<file path="src/rtl/core/wfpd_pkg.sv">
// Shared types, register codes and reset values for the wall-follow PD mixer.
// No dependencies; compiled first.
`timescale 1ns / 1ps
`default_nettype none

package wfpd_pkg;

    localparam int SAMPLE_BITS_DEF = 12;
    localparam int GAIN_BITS       = 16;
    localparam int DUTY_BITS       = 15;
    localparam int LEVEL_BITS      = 12;
    localparam int CFG_DATA_BITS   = 16;
    localparam int CFG_INDEX_BITS  = 3;

    typedef enum logic [CFG_INDEX_BITS-1:0] {
        CFG_PROP_GAIN  = 3'd0,
        CFG_DERIV_GAIN = 3'd1,
        CFG_BASE_DUTY  = 3'd2,
        CFG_SLOW_DUTY  = 3'd3,
        CFG_MAX_DUTY   = 3'd4,
        CFG_MIN_DUTY   = 3'd5,
        CFG_OPEN_LEVEL = 3'd6,
        CFG_CORNER_LVL = 3'd7
    } cfg_index_t;

    localparam logic [GAIN_BITS-1:0]  PROP_GAIN_RST  = 16'd524;
    localparam logic [GAIN_BITS-1:0]  DERIV_GAIN_RST = 16'd328;
    localparam logic [DUTY_BITS-1:0]  BASE_DUTY_RST  = 15'd10240;
    localparam logic [DUTY_BITS-1:0]  SLOW_DUTY_RST  = 15'd3840;
    localparam logic [DUTY_BITS-1:0]  MAX_DUTY_RST   = 15'd17920;
    localparam logic [DUTY_BITS-1:0]  MIN_DUTY_RST   = 15'd0;
    localparam logic [LEVEL_BITS-1:0] OPEN_LEVEL_RST = 12'd3500;
    localparam logic [LEVEL_BITS-1:0] CORNER_LVL_RST = 12'd2500;

    typedef struct packed {
        logic [GAIN_BITS-1:0]  prop_gain;
        logic [GAIN_BITS-1:0]  deriv_gain_per_tick;
        logic [DUTY_BITS-1:0]  base_duty;
        logic [DUTY_BITS-1:0]  slow_duty;
        logic [DUTY_BITS-1:0]  max_duty;
        logic [DUTY_BITS-1:0]  min_duty;
        logic [LEVEL_BITS-1:0] open_side_level;
        logic [LEVEL_BITS-1:0] corner_level;
    } cfg_t;

    typedef struct packed {
        logic [DUTY_BITS-1:0] left_drive;
        logic [DUTY_BITS-1:0] right_drive;
        logic                 walls_missing;
        logic                 slowed;
    } drive_res_t;

endpackage

`default_nettype wire

</file>
<file path="src/rtl/core/wfpd_if.sv">
// Valid/ready channel interfaces: sensor sample set in, motor drive result out.
// Depends on wfpd_pkg.
`timescale 1ns / 1ps
`default_nettype none

interface wfpd_sample_if #(
    parameter int SAMPLE_BITS = wfpd_pkg::SAMPLE_BITS_DEF
);
    logic                   valid;
    logic                   ready;
    logic [SAMPLE_BITS-1:0] right_side;
    logic [SAMPLE_BITS-1:0] left_side;
    logic [SAMPLE_BITS-1:0] left_diagonal;
    logic [SAMPLE_BITS-1:0] right_diagonal;

    modport source (output valid, right_side, left_side, left_diagonal, right_diagonal,
                    input ready);
    modport sink   (input valid, right_side, left_side, left_diagonal, right_diagonal,
                    output ready);
endinterface

interface wfpd_drive_if;
    logic                           valid;
    logic                           ready;
    logic [wfpd_pkg::DUTY_BITS-1:0] left_drive;
    logic [wfpd_pkg::DUTY_BITS-1:0] right_drive;
    logic                           walls_missing;
    logic                           slowed;

    modport source (output valid, left_drive, right_drive, walls_missing, slowed,
                    input ready);
    modport sink   (input valid, left_drive, right_drive, walls_missing, slowed,
                    output ready);
endinterface

`default_nettype wire

</file>
<file path="src/rtl/core/wfpd_cfg.sv">
// Configuration register bank for the wall-follow PD mixer.
// Depends on wfpd_pkg.
`timescale 1ns / 1ps
`default_nettype none

module wfpd_cfg (
    input  wire logic                                clk,
    input  wire logic                                rst_n,
    input  wire logic                                cfg_we,
    input  wire logic [wfpd_pkg::CFG_INDEX_BITS-1:0] cfg_index,
    input  wire logic [wfpd_pkg::CFG_DATA_BITS-1:0]  cfg_wdata,
    output wfpd_pkg::cfg_t                           cfg
);
    import wfpd_pkg::*;

    cfg_t cfg_reg;
    cfg_t cfg_next;

    always_comb
    begin
        cfg_next = cfg_reg;
        if (cfg_we)
        begin
            case (cfg_index_t'(cfg_index))
                CFG_PROP_GAIN:  cfg_next.prop_gain           = cfg_wdata[GAIN_BITS-1:0];
                CFG_DERIV_GAIN: cfg_next.deriv_gain_per_tick = cfg_wdata[GAIN_BITS-1:0];
                CFG_BASE_DUTY:  cfg_next.base_duty           = cfg_wdata[DUTY_BITS-1:0];
                CFG_SLOW_DUTY:  cfg_next.slow_duty           = cfg_wdata[DUTY_BITS-1:0];
                CFG_MAX_DUTY:   cfg_next.max_duty            = cfg_wdata[DUTY_BITS-1:0];
                CFG_MIN_DUTY:   cfg_next.min_duty            = cfg_wdata[DUTY_BITS-1:0];
                CFG_OPEN_LEVEL: cfg_next.open_side_level     = cfg_wdata[LEVEL_BITS-1:0];
                CFG_CORNER_LVL: cfg_next.corner_level        = cfg_wdata[LEVEL_BITS-1:0];
                default:        cfg_next = cfg_reg;
            endcase
        end
    end

    always_ff @(posedge clk or negedge rst_n)
    begin
        if (!rst_n)
        begin
            cfg_reg.prop_gain           <= PROP_GAIN_RST;
            cfg_reg.deriv_gain_per_tick <= DERIV_GAIN_RST;
            cfg_reg.base_duty           <= BASE_DUTY_RST;
            cfg_reg.slow_duty           <= SLOW_DUTY_RST;
            cfg_reg.max_duty            <= MAX_DUTY_RST;
            cfg_reg.min_duty            <= MIN_DUTY_RST;
            cfg_reg.open_side_level     <= OPEN_LEVEL_RST;
            cfg_reg.corner_level        <= CORNER_LVL_RST;
        end
        else
        begin
            cfg_reg <= cfg_next;
        end
    end

    assign cfg = cfg_reg;

endmodule

`default_nettype wire

</file>
<file path="src/rtl/core/wfpd_calc.sv">
// PD correction and differential duty mixing, one sample set per call.
// Purely combinational; depends on wfpd_pkg.
`timescale 1ns / 1ps
`default_nettype none

module wfpd_calc #(
    parameter int SAMPLE_BITS = wfpd_pkg::SAMPLE_BITS_DEF
) (
    input  wire wfpd_pkg::cfg_t           cfg,
    input  wire logic [SAMPLE_BITS-1:0]   right_side,
    input  wire logic [SAMPLE_BITS-1:0]   left_side,
    input  wire logic [SAMPLE_BITS-1:0]   left_diagonal,
    input  wire logic [SAMPLE_BITS-1:0]   right_diagonal,
    input  wire logic signed [SAMPLE_BITS:0] prev_error,
    output logic signed [SAMPLE_BITS:0]   error_next,
    output wfpd_pkg::drive_res_t          res
);
    import wfpd_pkg::*;

    localparam int EW = SAMPLE_BITS + 1;            // error
    localparam int XW = SAMPLE_BITS + 2;            // error delta
    localparam int PW = EW + GAIN_BITS + 1;         // kp * error
    localparam int QW = XW + GAIN_BITS + 1;         // kd * delta
    localparam int SW = QW + 2;                     // rounded sum
    localparam int CW = SW - 8;                     // Q8 correction
    localparam int DW = CW + 2;                     // duty arithmetic
    localparam logic signed [SW-1:0] ROUND_HALF = SW'(128);

    logic                 missing;
    logic                 slow;
    logic signed [EW-1:0] err;
    logic signed [XW-1:0] delta;
    logic signed [PW-1:0] prod_p;
    logic signed [QW-1:0] prod_d;
    logic signed [SW-1:0] sum;
    logic signed [CW-1:0] corr;
    logic signed [DW-1:0] base_ext;
    logic signed [DW-1:0] corr_ext;

    function automatic logic [DUTY_BITS-1:0] clamp_duty(
        input logic signed [DW-1:0] d,
        input logic [DUTY_BITS-1:0] hi,
        input logic [DUTY_BITS-1:0] lo
    );
        logic signed [DW-1:0] hi_ext;
        logic signed [DW-1:0] lo_ext;
        logic signed [DW-1:0] v;
        hi_ext = $signed({{(DW-DUTY_BITS){1'b0}}, hi});
        lo_ext = $signed({{(DW-DUTY_BITS){1'b0}}, lo});
        v = d;
        if (v > hi_ext)
            v = hi_ext;
        if (v < lo_ext)
            v = lo_ext;      // min wins on crossed clamps
        return v[DUTY_BITS-1:0];
    endfunction

    always_comb
    begin
        slow    = (left_diagonal > cfg.corner_level) || (right_diagonal > cfg.corner_level);
        missing = (left_side > cfg.open_side_level) && (right_side > cfg.open_side_level);

        err    = $signed({1'b0, right_side}) - $signed({1'b0, left_side});
        delta  = $signed({err[EW-1], err}) - $signed({prev_error[EW-1], prev_error});
        prod_p = $signed({1'b0, cfg.prop_gain}) * err;
        prod_d = $signed({1'b0, cfg.deriv_gain_per_tick}) * delta;
        sum    = SW'(prod_p) + SW'(prod_d) + ROUND_HALF;
        // arithmetic shift gives floor division by 256
        corr   = missing ? '0 : $signed(sum[SW-1:8]);

        base_ext = $signed({{(DW-DUTY_BITS){1'b0}},
                            (slow ? cfg.slow_duty : cfg.base_duty)});
        corr_ext = DW'(corr);

        res.left_drive    = clamp_duty(base_ext + corr_ext, cfg.max_duty, cfg.min_duty);
        res.right_drive   = clamp_duty(base_ext - corr_ext, cfg.max_duty, cfg.min_duty);
        res.walls_missing = missing;
        res.slowed        = slow;

        error_next = missing ? '0 : err;
    end

endmodule

`default_nettype wire

</file>
<file path="src/rtl/core/wall_follow_pd_motor_mixer_core.sv">
// Wall-follow PD steering with differential motor duty mixing.
// Flow: a sample set is captured in the input register, its result is then
// loaded into the result register and transfers out from there.
// Throughput: one sample set per cycle unless the drive side stalls; set by
// the combinational PD/mixer path closing through the previous-error register.
// Reset: async active low; config registers take their defaults, previous
// error clears to zero and both channel stages empty.
`timescale 1ns / 1ps
`default_nettype none

module wall_follow_pd_motor_mixer_core #(
    parameter int SAMPLE_BITS = wfpd_pkg::SAMPLE_BITS_DEF
) (
    input  wire logic                                clk,
    input  wire logic                                rst_n,
    input  wire logic                                cfg_we,
    input  wire logic [wfpd_pkg::CFG_INDEX_BITS-1:0] cfg_index,
    input  wire logic [wfpd_pkg::CFG_DATA_BITS-1:0]  cfg_wdata,
    wfpd_sample_if.sink                              sample,
    wfpd_drive_if.source                             drive
);
    import wfpd_pkg::*;

    // ---------------------------------------------------------------
    // Configuration bank
    // ---------------------------------------------------------------
    cfg_t cfg;

    wfpd_cfg u_cfg (
        .clk       (clk),
        .rst_n     (rst_n),
        .cfg_we    (cfg_we),
        .cfg_index (cfg_index),
        .cfg_wdata (cfg_wdata),
        .cfg       (cfg)
    );

    // ---------------------------------------------------------------
    // Two-stage flow: input register -> compute -> result register.
    // The input stage refills whenever it moves on, so a stalled result
    // register still lets one more transfer land.
    // ---------------------------------------------------------------
    logic in_valid_reg, in_valid_next;
    logic out_valid_reg, out_valid_next;
    logic advance;
    logic take;

    logic [SAMPLE_BITS-1:0] right_reg, left_reg, ldiag_reg, rdiag_reg;

    logic signed [SAMPLE_BITS:0] prev_error_reg, prev_error_next;
    logic signed [SAMPLE_BITS:0] error_calc;
    drive_res_t                  res_calc;
    drive_res_t                  res_reg;

    assign advance      = !out_valid_reg || drive.ready;
    assign sample.ready = !in_valid_reg || advance;
    assign take         = sample.valid && sample.ready;

    always_comb
    begin
        in_valid_next   = take ? 1'b1 : (advance ? 1'b0 : in_valid_reg);
        out_valid_next  = advance ? in_valid_reg : out_valid_reg;
        // error history only moves when the item leaves the input stage
        prev_error_next = (advance && in_valid_reg) ? error_calc : prev_error_reg;
    end

    wfpd_calc #(
        .SAMPLE_BITS (SAMPLE_BITS)
    ) u_calc (
        .cfg            (cfg),
        .right_side     (right_reg),
        .left_side      (left_reg),
        .left_diagonal  (ldiag_reg),
        .right_diagonal (rdiag_reg),
        .prev_error     (prev_error_reg),
        .error_next     (error_calc),
        .res            (res_calc)
    );

    // control state
    always_ff @(posedge clk or negedge rst_n)
    begin
        if (!rst_n)
        begin
            in_valid_reg   <= 1'b0;
            out_valid_reg  <= 1'b0;
            prev_error_reg <= '0;
        end
        else
        begin
            in_valid_reg   <= in_valid_next;
            out_valid_reg  <= out_valid_next;
            prev_error_reg <= prev_error_next;
        end
    end

    // payload, no reset needed
    always_ff @(posedge clk)
    begin
        if (take)
        begin
            right_reg <= sample.right_side;
            left_reg  <= sample.left_side;
            ldiag_reg <= sample.left_diagonal;
            rdiag_reg <= sample.right_diagonal;
        end
        if (advance && in_valid_reg)
        begin
            res_reg <= res_calc;
        end
    end

    // ---------------------------------------------------------------
    // Result channel
    // ---------------------------------------------------------------
    assign drive.valid         = out_valid_reg;
    assign drive.left_drive    = res_reg.left_drive;
    assign drive.right_drive   = res_reg.right_drive;
    assign drive.walls_missing = res_reg.walls_missing;
    assign drive.slowed        = res_reg.slowed;

endmodule

`default_nettype wire

</file>
<file path="src/flat_wrapper.sv">
// flat-port wrapper written by rule: the top's interface ports become plain ports
module wall_follow_pd_motor_mixer_core_flat import wfpd_pkg::*;
#(
    parameter int SAMPLE_BITS = wfpd_pkg::SAMPLE_BITS_DEF
)
  (clk, rst_n, cfg_we, cfg_index, cfg_wdata, sample_valid, sample_right_side, sample_left_side, sample_left_diagonal, sample_right_diagonal, sample_ready, drive_valid, drive_left_drive, drive_right_drive, drive_walls_missing, drive_slowed, drive_ready);
  wfpd_sample_if #(.SAMPLE_BITS(SAMPLE_BITS)) sample_i ();
  wfpd_drive_if drive_i ();
  input  wire logic clk;
  input  wire logic rst_n;
  input  wire logic cfg_we;
  input  wire logic [wfpd_pkg::CFG_INDEX_BITS-1:0] cfg_index;
  input  wire logic [wfpd_pkg::CFG_DATA_BITS-1:0] cfg_wdata;
  input wire logic [$bits(sample_i.valid)-1:0] sample_valid;
  input wire logic [$bits(sample_i.right_side)-1:0] sample_right_side;
  input wire logic [$bits(sample_i.left_side)-1:0] sample_left_side;
  input wire logic [$bits(sample_i.left_diagonal)-1:0] sample_left_diagonal;
  input wire logic [$bits(sample_i.right_diagonal)-1:0] sample_right_diagonal;
  output wire logic [$bits(sample_i.ready)-1:0] sample_ready;
  output wire logic [$bits(drive_i.valid)-1:0] drive_valid;
  output wire logic [$bits(drive_i.left_drive)-1:0] drive_left_drive;
  output wire logic [$bits(drive_i.right_drive)-1:0] drive_right_drive;
  output wire logic [$bits(drive_i.walls_missing)-1:0] drive_walls_missing;
  output wire logic [$bits(drive_i.slowed)-1:0] drive_slowed;
  input wire logic [$bits(drive_i.ready)-1:0] drive_ready;
  assign sample_i.valid = sample_valid;
  assign sample_i.right_side = sample_right_side;
  assign sample_i.left_side = sample_left_side;
  assign sample_i.left_diagonal = sample_left_diagonal;
  assign sample_i.right_diagonal = sample_right_diagonal;
  assign sample_ready = sample_i.ready;
  assign drive_valid = drive_i.valid;
  assign drive_left_drive = drive_i.left_drive;
  assign drive_right_drive = drive_i.right_drive;
  assign drive_walls_missing = drive_i.walls_missing;
  assign drive_slowed = drive_i.slowed;
  assign drive_i.ready = drive_ready;
  wall_follow_pd_motor_mixer_core #(.SAMPLE_BITS(SAMPLE_BITS)) u_core (.clk(clk), .rst_n(rst_n), .cfg_we(cfg_we), .cfg_index(cfg_index), .cfg_wdata(cfg_wdata), .sample(sample_i), .drive(drive_i));
endmodule
</file>
<file path="config.mk">
export PLATFORM = sky130hd
export DESIGN_NAME = wall_follow_pd_motor_mixer_core_flat
export DESIGN_NICKNAME = d
export VERILOG_FILES = /design/src/rtl/core/wfpd_pkg.sv /design/src/rtl/core/wfpd_if.sv /design/src/rtl/core/wfpd_cfg.sv /design/src/rtl/core/wfpd_calc.sv /design/src/rtl/core/wall_follow_pd_motor_mixer_core.sv /design/src/flat_wrapper.sv
export SDC_FILE = /design/constraint.sdc
export NUM_CORES = 2
export LEC_CHECK = 0
export ABC_AREA = 1
export CAP_MARGIN = 5
export CORE_MARGIN = 8
export CORE_UTILIZATION = 45
export CTS_CLUSTER_SIZE = 25
export DETAILED_ROUTE_END_ITERATION = 10
export DONT_BUFFER_PORTS = 1
export GPL_ROUTABILITY_DRIVEN = 1
export SYNTH_ARGS = -nofsm -noshare
export SYNTH_HDL_FRONTEND = slang
export SYNTH_SLANG_ARGS = --single-unit
</file>
<file path="constraint.sdc">
create_clock -name clk -period 14.29 [get_ports clk]
set_input_delay 0.7145 -clock clk [delete_from_list [all_inputs] [get_ports clk]]
set_output_delay 0.7145 -clock clk [all_outputs]
set_load 0.05 [all_outputs]
</file>
==> out/metrics.yaml <==
detailed_routing:
  antenna_left: 0
  routed_wl_um: 84400
  drtIter0Drc: 1672
  vias: 23100
  wire_per_inst_um: 18.8
  dr.pass1.iters: 5
  vias_per_cell: 5.13
  drc: 0
synthesis:
  ys.flop_type: "dfrtp_1"
  ys_async_sr_fraction: 0.621
  synth_top_cell_by_area: "fa_1"
  syn-instance-count: 3612
  yosys_warnings: 0
  synth_common_cells: "879 x nand2_1, 827 x inv_1, 381 x fa_1, 325 x ha_1, 232 x nor2_1"
  synthesis.nets: 4390
  synth.cell_area_um2: 29000
  ys_ff_latch: 211
  synth_top_area_share: 0.263
  synthDistinctLibCells: 61
  yosysMostFrequentCell: "nand2_1"
  syn_avg_cell_area_um2: 8.02
  yosysSeqAreaShare: 0.197
  synth.top_cells.by_area: "fa_1 26%, ha_1 14%, nand2_1 11%, inv_1 11%, dfrtp_1 9.0%"
  synth_edf_count: 80
clock_tree:
  cts_tree: "built"
  cts_buffer_depth: 3
  clock-root-buffer: "clkbuf_16"
  clkTransAtPathRegs_ns: 0.07
  htree_levels: 1
  cts_made_buffers: 22
  clock-sinks: 211
  worstSkewPairLatency_ns: 0.52
floorplan:
  core_um2: 64100
  chipHeight_um: 270
  fp-row-count: 93
  die_x_um: 270
  ios: 106
  floorplan.initialDensity: 0.452
  dieArea_um2: 72800
worst_setup_path:
  worst_path_most_repeated_cell: "nand2_1"
  slowest_stage: "fa_1"
  r2r.worst_path.cells: 82
  reg2reg_slack_ns: 0.82
  cp_slowest_stage_delay_ns: 0.51
  cp.required_ns: 14.55
  r2r-end: "u_core.drive.right_drive[10]"
  arrival_ns: 13.73
  critPathMaxFanout: 16
  critical_path_class: "flop to flop"
  reg2reg_from: "u_core.left_reg[2]"
  worstSetupStartpointType: "flop"
  endpoint_kind: "flop"
global_route:
  antenna_found_initial: 0
  grt_max_degree: 105
  grt_overflow: 0
  grtUsageTotal: 0.232
  grt_pass1_wl_um: 133000
  grt_pass1_vias: 23600
run:
  cap_violations: 0
timing:
  relSlewSlack: 0.324
  hold_viol_final: 0
  timing.final.crit_period_ns: 13.47
  fin_ws_ns: 0.820
  fmax_ghz: 0.0742
  worstMarginPinSlew_ns: 1.01
  drv_slew: 0
  finalCritPeriodShare: 0.943
  skew_ns: 0.0108
  setup_viol: 0
layout:
  largest_reg_flops: 116
  syn2layout_area_growth_pct: 8.90
  utilization: 0.492
  fin_nets: 4409
  diodes: 0
  drive_gt1_frac: 0.0905
place:
  hpwlAfterDp_um: 70600
  gp_congestion: 0.961
  port_buffers: 0
  place_ws_ns: 0.00111
outcome:
  outcome: "finished clean"
min_path:
  worstHoldPathType: "input pin to asynchronous set/reset pin"
-- cell families after synthesis --
group | count (synthesis) | synth area share
and+or+nand+nor | 1320 | 0.187
AOI/OAI and AO/OA | 375 | 0.0711
xor gates and xnor gates | 38 | 0.0115
muxes | 13 | 0.00505
DFF | 211 | 0.197
adders and majority gates | 706 | 0.403
buffers and inverters | 949 | 0.124
-- what timing repair did --
item | 4_1_cts | 5_1_grt
buffers inserted | 0 | 17
hold buffers | 1 | 0
gates resized for setup | 1 | 112
pin swaps | 0 | 20
endpoints found under the hold margin | 104 | 0
gates cloned | 0 | 5
endpoints found under the setup margin | 2 | 30
-- layout make-up --
type,count,area (µm²)
Timing Repair inverter,4,25.0
Timing Repair Buffer,93,751
Clock inverter,12,97.6
Multi-Input combinational cell,2453,20100
Tap cell,855,1070
Clock buffer,27,594
Inverter,846,3190
Fill cell,6383,32600
Sequential cell,211,5710
-- metal layers --
layer / track usage / routed length (µm) / vias up
met5: 0 / 0 / -
met4: 0.0728 / 2850 / 0
met3: 0.0428 / 6410 / 133
met2: 0.376 / 38100 / 778
met1: 0.314 / 37000 / 11200
li1: - / - / 11000
-- through the flow --
| step | hold WS [ns] | cells | TNS (ns) | instance area [µm²] |
|---|---|---|---|---|
| final | 0.0396 | 4501 | 0 | 31600 |
| after global routing | 0.0153 | 4501 | -1.37 | 31600 |
| after CTS | 0.0168 | 4478 | 0 | 30900 |
| after detailed placement | 0.424 | 4438 | 0 | 30200 |
| after global placement | 0.424 | 4438 | 0 | 30200 |
| after floorplan | 0.419 | 3612 | 0 | 29000 |
-- placed cells by master, fill, tap and decap left out, types with 15 or more instances in the layout --
cell type / count
inv_1: 819
nand2_1: 868
or2_2: 17
a21oi_1: 112
nand3_1: 88
nor2_1: 225
inv_2: 21
clkbuf_16: 23
xor2_1: 26
dfstp_2: 27
o21ai_1: 15
fa_1: 380
buf_4: 88
nand2_2: 23
edfxtp_1: 80
nor3_1: 15
ha_1: 313
o21ai_0: 165
nand4_1: 24
dfrtp_1: 104
-- worst max-delay path by stage --
stage / startpoint / end / slack [ns] / cells past startpoint
global placement: u_core.left_reg[0] / u_core.drive.right_drive[0] / 0.27 / 82
finish: u_core.left_reg[2] / u_core.drive.right_drive[10] / 0.82 / 82
detailed placement: u_core.left_reg[0] / u_core.drive.right_drive[0] / 0.001 / 83
CTS: u_core.left_reg[0] / u_core.drive.right_drive[0] / 0.09 / 83
floorplan: u_core.left_reg[0] / u_core.drive.right_drive[10] / 1.04 / 79
global route: u_core.right_reg[2] / u_core.drive.right_drive[0] / -0.11 / 83
-- critical path, delay by kind of cell, from the launching register on --
kind	cells	cell delay, ns
compound gates	19	2.80
xor+xnor	1	0.14
fa+ha+maj	13	4.99
buf+inv	13	1.05
flops	1	0.40
simple gates	36	3.78
Power is not shown: default switching activity piles up to over one toggle a cycle in this logic, so the estimate is an artifact.
